===== src/sv/rmc_pkg.sv =====
// rmc_pkg: shared types, operation codes and register indexes for the
// repeat-offset move-to-front cache. No dependencies.
`timescale 1ns / 1ps
package rmc_pkg;

	// sizes fixed by the external fields
	localparam int FIELD_BITS   = 16;
	localparam int FUNC_BITS    = 3;
	localparam int POS_BITS     = 2;
	localparam int NUM_ENTRIES  = 4;
	localparam int CFG_IDX_BITS = 3;
	localparam int WIDE_BITS    = 32;
	localparam int OFS_BITS_DEF = 16;

	// recency order after reinit: position p holds entry p
	localparam logic [7:0] ORDER_IDENTITY = 8'he4;

	// operation codes
	localparam logic [FUNC_BITS-1:0] FN_MTF     = 3'd0;
	localparam logic [FUNC_BITS-1:0] FN_ADD     = 3'd1;
	localparam logic [FUNC_BITS-1:0] FN_READ    = 3'd2;
	localparam logic [FUNC_BITS-1:0] FN_FIND    = 3'd3;
	localparam logic [FUNC_BITS-1:0] FN_SAVE    = 3'd4;
	localparam logic [FUNC_BITS-1:0] FN_RESTORE = 3'd5;
	localparam logic [FUNC_BITS-1:0] FN_REINIT  = 3'd6;

	// configuration register indexes
	localparam logic [CFG_IDX_BITS-1:0] CFG_INIT_A  = 3'd0;
	localparam logic [CFG_IDX_BITS-1:0] CFG_INIT_B  = 3'd1;
	localparam logic [CFG_IDX_BITS-1:0] CFG_INIT_C  = 3'd2;
	localparam logic [CFG_IDX_BITS-1:0] CFG_INIT_D  = 3'd3;
	localparam logic [CFG_IDX_BITS-1:0] CFG_SL_MODE = 3'd4;

	// position -> entry map, one 2-bit field per position
	typedef logic [NUM_ENTRIES-1:0][POS_BITS-1:0] order_t;

	typedef struct packed {
		logic [FUNC_BITS-1:0]  func;
		logic [POS_BITS-1:0]   position;
		logic [FIELD_BITS-1:0] offset_value;
	} req_t;

	typedef struct packed {
		logic [POS_BITS-1:0]   found_position;
		logic                  found;
		logic [FIELD_BITS-1:0] read_offset;
	} result_t;

	typedef struct packed {
		logic [NUM_ENTRIES-1:0][FIELD_BITS-1:0] init_offset;
		logic                                   sl_mode;
	} cfg_t;

endpackage


===== src/sv/rmc_cfg.sv =====
// rmc_cfg: configuration register bank (initial offsets, second-last mode).
// Depends on rmc_pkg.
`timescale 1ns / 1ps
module rmc_cfg
	import rmc_pkg::*;
(
	input  logic                    clk,
	input  logic                    arst_n,
	input  logic                    wr_en,
	input  logic [CFG_IDX_BITS-1:0] wr_index,
	input  logic [FIELD_BITS-1:0]   wr_data,
	output cfg_t                    cfg
);

	cfg_t cfg_q;

	// register writes, unknown indexes are dropped
	always_ff @(posedge clk or negedge arst_n) begin
		if (!arst_n) begin
			cfg_q <= '0;
		end else if (wr_en) begin
			unique case (wr_index)
				CFG_INIT_A:  cfg_q.init_offset[0] <= wr_data;
				CFG_INIT_B:  cfg_q.init_offset[1] <= wr_data;
				CFG_INIT_C:  cfg_q.init_offset[2] <= wr_data;
				CFG_INIT_D:  cfg_q.init_offset[3] <= wr_data;
				CFG_SL_MODE: cfg_q.sl_mode        <= wr_data[0];
				default: ;
			endcase
		end
	end

	assign cfg = cfg_q;

endmodule


===== src/sv/rmc_store.sv =====
// rmc_store: offset entries, recency order, snapshot and the per-request
// lookup / update logic. Depends on rmc_pkg.
`timescale 1ns / 1ps
module rmc_store
	import rmc_pkg::*;
#(
	parameter int OFFSET_BITS = OFS_BITS_DEF
) (
	input  logic    clk,
	input  logic    arst_n,
	input  logic    en,
	input  req_t    req,
	input  cfg_t    cfg,
	output result_t res
);

	logic [NUM_ENTRIES-1:0][OFFSET_BITS-1:0] entry_q, entry_d, saved_entry_q;
	logic [NUM_ENTRIES-1:0][OFFSET_BITS-1:0] init_entry;
	order_t                                  order_q, order_d, saved_order_q, mtf_order;
	logic [WIDE_BITS-1:0]                    val_wide, rd_wide;
	logic [OFFSET_BITS-1:0]                  val;
	logic                                    hit;
	logic [POS_BITS-1:0]                     hit_pos;
	logic [POS_BITS-1:0]                     last_idx, sec_idx;

	// request offset brought to the stored width
	assign val_wide = WIDE_BITS'(req.offset_value);
	assign val      = val_wide[OFFSET_BITS-1:0];

	// offset at the requested position, before any update
	assign rd_wide         = WIDE_BITS'(entry_q[order_q[req.position]]);
	assign res.read_offset = rd_wide[FIELD_BITS-1:0];

	// configured offsets at the stored width
	always_comb begin
		logic [WIDE_BITS-1:0] w;
		w = '0;
		for (int i = 0; i < NUM_ENTRIES; i++) begin
			w             = WIDE_BITS'(cfg.init_offset[i]);
			init_entry[i] = w[OFFSET_BITS-1:0];
		end
	end

	// four-way compare, lowest matching position wins
	always_comb begin
		hit     = 1'b0;
		hit_pos = '0;
		for (int p = NUM_ENTRIES - 1; p >= 0; p--) begin
			if (entry_q[order_q[p]] == val) begin
				hit     = 1'b1;
				hit_pos = POS_BITS'(p);
			end
		end
	end

	assign res.found          = (req.func == FN_FIND) && hit;
	assign res.found_position = (req.func == FN_FIND) ? hit_pos : '0;

	// move to front: chosen entry to position 0, those ahead slide back one
	always_comb begin
		for (int p = 0; p < NUM_ENTRIES; p++) begin
			if (p == 0)
				mtf_order[p] = order_q[req.position];
			else if (POS_BITS'(p) <= req.position)
				mtf_order[p] = order_q[p-1];
			else
				mtf_order[p] = order_q[p];
		end
	end

	assign last_idx = order_q[NUM_ENTRIES-1];
	assign sec_idx  = order_q[NUM_ENTRIES-2];

	// next state per operation
	always_comb begin
		entry_d = entry_q;
		order_d = order_q;
		unique case (req.func)
			FN_MTF: order_d = mtf_order;
			FN_ADD: begin
				if (cfg.sl_mode) begin
					entry_d[last_idx] = entry_q[sec_idx];
					entry_d[sec_idx]  = val;
				end else begin
					entry_d[last_idx] = val;
				end
			end
			FN_RESTORE: begin
				entry_d = saved_entry_q;
				order_d = saved_order_q;
			end
			FN_REINIT: begin
				entry_d = init_entry;
				order_d = ORDER_IDENTITY;
			end
			default: ;
		endcase
	end

	// live state
	always_ff @(posedge clk or negedge arst_n) begin
		if (!arst_n) begin
			entry_q <= '0;
			order_q <= ORDER_IDENTITY;
		end else if (en) begin
			entry_q <= entry_d;
			order_q <= order_d;
		end
	end

	// snapshot, meaningful only once saved
	always_ff @(posedge clk) begin
		if (en && (req.func == FN_SAVE)) begin
			saved_entry_q <= entry_q;
			saved_order_q <= order_q;
		end
	end

`ifndef SYNTH
	a_reinit_order: assert property (@(posedge clk) disable iff (!arst_n)
		en && (req.func == FN_REINIT) |=> order_q == ORDER_IDENTITY)
		else $error("reinit did not restore identity order");

	a_add_keeps_order: assert property (@(posedge clk) disable iff (!arst_n)
		en && (req.func == FN_ADD) |=> $stable(order_q))
		else $error("add new changed the recency order");

	a_mtf_front: assert property (@(posedge clk) disable iff (!arst_n)
		en && (req.func == FN_MTF) |=> order_q[0] == $past(order_q[req.position]))
		else $error("move to front put the wrong entry at the front");
`endif

endmodule


===== src/sv/repeat_offset_mtf_cache.sv =====
// repeat_offset_mtf_cache: top level, request register, result register and
// handshakes. Depends on rmc_pkg, rmc_cfg and rmc_store.
//
// channel   dir  signals                              request
// s_*       in   s_tvalid s_tready s_tdata s_tuser    one operation
// m_*       out  m_tvalid m_tready m_tdata            one result per operation
// cfg_*     in   cfg_valid cfg_ready cfg_index cfg_data  register write
//
// One request per cycle sustained while m_tready is high; each result
// passes the request register, then the result register, on its way out.
// The store is read and updated in the cycle the request moves from the
// request register into the result register.
// A stalled result holds the result register; one more request waits in
// the request register, after which s_tready drops.
// arst_n clears the pipeline, the registers and the entries (order identity).
`timescale 1ns / 1ps
module repeat_offset_mtf_cache
	import rmc_pkg::*;
#(
	parameter int OFFSET_BITS = OFS_BITS_DEF
) (
	input  logic                    clk,
	input  logic                    arst_n,
	input  logic                    s_tvalid,
	output logic                    s_tready,
	input  logic [23:0]             s_tdata,   // [1:0] position, [17:2] offset_value, zero fill
	input  logic [FUNC_BITS-1:0]    s_tuser,   // [2:0] func
	output logic                    m_tvalid,
	input  logic                    m_tready,
	output logic [23:0]             m_tdata,   // [15:0] read_offset, [16] found,
	                                           // [18:17] found_position, zero fill
	input  logic                    cfg_valid,
	output logic                    cfg_ready,
	input  logic [CFG_IDX_BITS-1:0] cfg_index,
	input  logic [FIELD_BITS-1:0]   cfg_data
);

	cfg_t    cfg;
	req_t    req_s1;
	logic    valid_s1;
	result_t res, res_s2;
	logic    valid_s2;
	logic    advance;
	logic    in_take;

	assign cfg_ready = 1'b1;

	rmc_cfg u_cfg (
		.clk      (clk),
		.arst_n   (arst_n),
		.wr_en    (cfg_valid),
		.wr_index (cfg_index),
		.wr_data  (cfg_data),
		.cfg      (cfg)
	);

	// request moves on when the result register is free or being emptied
	assign advance  = valid_s1 && (!valid_s2 || m_tready);
	assign s_tready = !valid_s1 || advance;
	assign in_take  = s_tvalid && s_tready;

	// request register
	always_ff @(posedge clk or negedge arst_n) begin
		if (!arst_n) begin
			valid_s1 <= 1'b0;
		end else if (in_take) begin
			valid_s1 <= 1'b1;
		end else if (advance) begin
			valid_s1 <= 1'b0;
		end
	end

	always_ff @(posedge clk) begin
		if (in_take) begin
			req_s1.func         <= s_tuser;
			req_s1.position     <= s_tdata[POS_BITS-1:0];
			req_s1.offset_value <= s_tdata[POS_BITS+FIELD_BITS-1:POS_BITS];
		end
	end

	rmc_store #(
		.OFFSET_BITS (OFFSET_BITS)
	) u_store (
		.clk    (clk),
		.arst_n (arst_n),
		.en     (advance),
		.req    (req_s1),
		.cfg    (cfg),
		.res    (res)
	);

	// result register
	always_ff @(posedge clk or negedge arst_n) begin
		if (!arst_n) begin
			valid_s2 <= 1'b0;
		end else if (advance) begin
			valid_s2 <= 1'b1;
		end else if (m_tready) begin
			valid_s2 <= 1'b0;
		end
	end

	always_ff @(posedge clk) begin
		if (advance) begin
			res_s2 <= res;
		end
	end

	assign m_tvalid = valid_s2;
	assign m_tdata  = {5'b0, res_s2.found_position, res_s2.found, res_s2.read_offset};

`ifndef SYNTH
	a_stall_only_full: assert property (@(posedge clk) disable iff (!arst_n)
		!s_tready |-> valid_s1 && valid_s2 && !m_tready)
		else $error("input stalled while the pipeline had room");

	a_advance_fills: assert property (@(posedge clk) disable iff (!arst_n)
		advance |=> valid_s2)
		else $error("result register empty after a request moved on");
`endif

endmodule

===== config.mk =====
export PLATFORM = sky130hd
export DESIGN_NAME = repeat_offset_mtf_cache
export DESIGN_NICKNAME = d
export VERILOG_FILES = /design/src/sv/rmc_pkg.sv /design/src/sv/rmc_cfg.sv /design/src/sv/rmc_store.sv /design/src/sv/repeat_offset_mtf_cache.sv
export SDC_FILE = /design/constraint.sdc
export NUM_CORES = 1
export LEC_CHECK = 0
export ABC_AREA = 1
export BUFFER_PORTS_ARGS = -buffer_cell sky130_fd_sc_hd__buf_2
export CORE_MARGIN = 2
export CORE_UTILIZATION = 49
export DETAILED_ROUTE_END_ITERATION = 10
export PLACE_DENSITY = 0.68
export SYNTH_ARGS = -nofsm -noshare
export SYNTH_HDL_FRONTEND = slang
export SYNTH_SLANG_ARGS = --single-unit

===== constraint.sdc =====
create_clock -name clk -period 5.63 [get_ports clk]
set_input_delay 0.8445 -clock clk [delete_from_list [all_inputs] [get_ports clk]]
set_output_delay 0.8445 -clock clk [all_outputs]
set_load 0.01 [all_outputs]

# After elaboration in Yosys (flattened, before gate mapping)
# Index checks and enable logic that the tools add are counted.
# W data, S select, Z words.
# word_totals
word_cells	122
latch_bits	0
n_memories	0
ram_bits	0
out_inout_bits	27
register_bits	251
input_bits	51
mem_bits_ro	0
# op_classes
n_bitwise	1
muxes	36
multipliers	0
eq_ne	16
reduce_logical	28
shifts	0
n_lt_le_gt_ge	11
div_mod_pow	0
addsub	0
# ops
operator	n
$bwmux W64	3
$pmux W64 S3	1
$bmux W16 S2	5
$mux W16	7
$demux W16 S2	2
$eq A16 B16 Y1	4
$mux W64	1
$pmux W8 S3	1
$lt A2 B3 Y1 const B	6
$reduce_and A2 Y1	7
$eq A3 B3 Y1 const B	4
$mux W2	6
$eq A3 B2 Y1 const B	3
$mux W1	9
$reduce_and A3 Y1	3
$eq A3 B1 Y1 const B	2
$logic_and A1 B1 Y1	6
$logic_not A3 Y1	2
$ne A2 B1 Y1 const B	3
$reduce_bool A3 Y1	2
$bmux W2 S2	1
$ge A2 B1 Y1 const B	2
$le A2 B2 Y1 const A	2
$reduce_bool A2 Y1	2
6 further kinds	8

# Logic depth before layout (Yosys ltp)
# logic_depth
word_depth	8
depth_mapped	16

# Hierarchy
# Synthesis repeated with hierarchy kept, for this count alone.
# unflattened
cells_unflattened	2062
area_unflattened_um2	15368.5
# by_module_without_submodules
mod	cells_per_inst	n_inst	area_per_inst_um2	seq_area_each_um2
rmc_store	1710	1	11388.4	3968.8
rmc_cfg	292	1	2631.3	1626.6
repeat_offset_mtf_cache	60	1	1348.8	1251.2

# Worst setup path before layout
# Ideal clock, no wire load.
# synth_path
path_type	reg2reg
from	reg req_s1[20] (netlist name)
to	reg u_store.saved_entry_q[0] (netlist name), enable pin
path_buffers	3
setup_time_ns	0.502
required_ns	5.128
arrival_ns	4.129
setup_slack_ns	0.999
path_stages_with_launch	6
cell_sequence	edfxtp_1 buf_2 buf_2 buf_1 nand2_1 nor2_1
# synth_between
elab_chain_cells	2
# synth_rtl
element	line	rtl
start, declared	repeat_offset_mtf_cache.sv:39	req_t req_s1;
$eq A3 B3 Y1	rmc_store.sv:113	if (en && (req.func == FN_SAVE)) begin
$logic_and A1 B1 Y1	rmc_store.sv:113	
end signal, assigned	rmc_store.sv:114	saved_entry_q <= entry_q;
end, declared	rmc_store.sv:17	logic [NUM_ENTRIES-1:0][OFFSET_BITS-1:0] entry_q, entry_d, saved_entry_q;
# No other way between the ends.
# A chain may end at the register's enable or synchronous reset.

==> key figures <==
GRT
  • Initial antenna violation count: 0
  • Maximum number of pins on one net before global-route repair: 101
  • Global-route wire length before repair: 78,100 microns
  • Overall Global Routing Usage: 32.6%
  • GRT overflow: 0
  • Vias in the first global route: 13,000

Power and ir drop
  • Combinational share of power: 43.9%
  • Seq pwr share: 35.9%
  • Switching share of power: 47.9%
  • PD cells: 579 nW/um^2
  • Int Power: 4860 uW
  • Psw: 4470 uW
  • Clock network power share: 20.3%
  • Worst VDD drop: 237 uV
  • Leakage power: 0.00696 uW

Timing
  • Final Slew Violations: 0
  • Worst-margin pin slew: 1.13 ns
  • Fmax achieved: 312 MHz
  • RSZ-0062 raised after global routing: false
  • Final cycle utilization of the critical path: 56.9%
  • Setup Total Neg Slack: 0 ns
  • Worst Skew: 0.0104 ns
  • Slew margin rel.: 24.7%
  • Number of failing hold endpoints at the final stage: 0
  • Slack of the critical path: 2.43 ns
  • Crit path time final: 3.20 ns
  • Count of final setup violators: 0
  • Worst hold slack: 0.411 ns

Floorplan
  • I/O pin cnt: 78
  • Die Ht: 178 microns
  • DIE WIDTH: 178 microns
  • Initial Util: 49.9%
  • Die area: 31,700 sq um
  • Core Rows: 63
  • Core area: 29,700 sq um

Drt
  • Wire per inst: 21.5 microns
  • ANT nets after route: 0
  • DR vias: 14,500
  • Vias/cell: 6.06
  • Post-Route WL: 51,600 microns
  • 1st-pass router iterations: 6
  • DRC: 0
  • DR iter-0 viols: 1,744

Clocking
  • Worst skew pair latency: 0.56 ns
  • Clk root buf: clkbuf_16
  • Max Root-Sink Buffers: 3
  • Post-CTS Resized: 0
  • Hold-fix buffers at CTS: 0
  • # clock sinks: 251
  • Clock slew at reported path FFs: 0.07 ns
  • H-Tree Depth: 1
  • # Post-CTS Setup Buffers: 0
  • CTS Buf Count: 28
  • CTS tree: yes

Placed design
  • DP HPWL: 33,300 microns
  • DP Area: 15,200 sq um
  • Inst Count DP: 2,345
  • Place WS: 2.48 ns
  • Number of I/O port buffers: 65
  • Gpl congestion: 0.938

Layout
  • Final instance area: 16,100 sq um
  • Filler instances: 2,824
  • Proportion of layout cells with a drive suffix above 1: 8.32%
  • # diodes: 0
  • Area growth from synthesis to layout: 8.59%
  • Final std cells w/o fill: 2,397
  • # nets final: 2,036
  • Register area: 6850 sq um
  • Multi-input combinational cell area: 7040 sq um

Setup path
  • Worst Setup End Kind: flop
  • Crit-path slowest cell: inv_2
  • CP peak stage delay: 0.62 ns
  • WP data required: 5.98 ns
  • WP buf/inv: 4
  • Crit path cell chain: buf_4 > inv_2 > a21oi_1 > o21ai_0 > nand2_1 > buf_4 > inv_2 > o21ai_0 > o22ai_1
  • Startpoint types: flop
  • Delay-heaviest family, CP: buffers and inverters
  • Crit Path Class: reg2reg
  • CP Max Fanout: 45
  • Worst path arrival time: 3.55 ns

Synth
  • Ys Warns: 0
  • Top FF cell, synth: dfrtp_1
  • Post-Synth XOR/XNOR Area: 0.118%
  • Synth top area share: 22.8%
  • Simple-gate share of the synthesized area: 34.3%
  • Most frequent cell after synthesis: nand2_1
  • Largest family of logic cells by synthesized area: simple AND/OR/NAND/NOR gates
  • Synth cell types: 34
  • EDFF count, synth: 112
  • Adder-Cell Fraction of Synth Area: 0%
  • Post-synthesis cell area: 14,800 sq um
  • Compound-Gate Fraction of Synth Area: 12.9%
  • Synth area leaders: dfrtp_1, edfxtp_1, nand2_1, nand3_1, o21ai_0
  • Seq/Total Area, Yosys: 46.1%
  • Async S/R FF share, synth: 55.4%
  • Top cells by count, synth: nand2_1, nand3_1, o21ai_0
  • Synthesis-stage register bit count: 251
  • Post-synth top area cell: dfrtp_1
  • Gate Count Post-Synth: 2,000
  • Multiplexer share of the synthesized area: 0%
  • Syn Area/Cell: 7.42 sq um

Job
  • Max Cap Viol: 0

Min path
  • Worst min path class: in2async

Status
  • Run status: complete, no violations
[logic make-up after synthesis]
logic type	count (synthesis)
simple gates	1224
compound gates	307
flops	251
buf+inv	214
xor+xnor	2
other cells	2
[power groups by stage]
| stage | Sequential [uW] | Clock (uW) | Combinational [uW] |
|---|---|---|---|
| floorplan | 2910 | 0 | 3060 |
| finish | 3350 | 1890 | 4090 |
| global placement | 3280 | 0 | 3890 |
| CTS | 3280 | 1900 | 4000 |
| detailed placement | 3310 | 0 | 3980 |
| global route | 3370 | 1980 | 4560 |
[cell usage in the layout, fill, tap and decap left out, types with 3 or more instances in the layout]
| cell type | instances |
|---|---|
| clkinv_1 | 4 |
| a21oi_1 | 6 |
| inv_1 | 70 |
| nand3_1 | 212 |
| nor2_4 | 6 |
| clkinv_2 | 3 |
| nand4_1 | 64 |
| o22ai_1 | 19 |
| nand2_1 | 799 |
| edfxtp_1 | 112 |
| nor2_1 | 134 |
| clkbuf_16 | 29 |
| buf_4 | 19 |
| o21ai_2 | 5 |
| clkbuf_8 | 7 |
| inv_2 | 10 |
| a31oi_4 | 4 |
| dfstp_2 | 4 |
| conb_1 | 6 |
| clkbuf_1 | 4 |
| dfrtp_1 | 134 |
| o21ai_1 | 21 |
| nand2_2 | 5 |
| a41oi_1 | 64 |
| o21ai_0 | 182 |
| buf_2 | 64 |
[routing by layer]
metal,global-route usage [%],up-vias,part of all wire (%)
met5,0,-,0
met4,11.9,0,3.5
met3,6.80,126,12
met2,48.3,861,43
met1,47.0,6786,41
li1,-,6757,-
[worst paths after layout]
kind	slack (ns)	cells past startpoint	to	from
setup / recovery	2.43	9	m_tdata[4]	u_store.order_q[0]
hold / removal	0.41	1	u_cfg.cfg[38]	arst_n
setup reg to reg	2.43	9	m_tdata[4]	u_store.order_q[0]
hold reg to reg	0.48	2	u_cfg.cfg[62]	u_cfg.cfg[62]
max in group asynchronous	4.02	2	u_cfg.cfg[15]	arst_n
min in group clk	0.45	1	req_s1[9]	s_tdata[11]
[metrics by stage]
step,utilization [%],power [uW]
floorplan,-,5970
global placement,51.0,7170
detailed placement,51.0,7300
CTS,54.2,9180
global route,54.2,9920
finish,54.2,9330
[final cells by class]
class	instances	area share (%)
flip-flops and latches	251	42.5
well taps	390	3.03
clock buffers	40	5.20
repair buffers	84	2.94
inverters	81	1.90
clock inverters	12	0.715
multi-input cells	1539	43.7
Power figures use the tool's default switching activity.
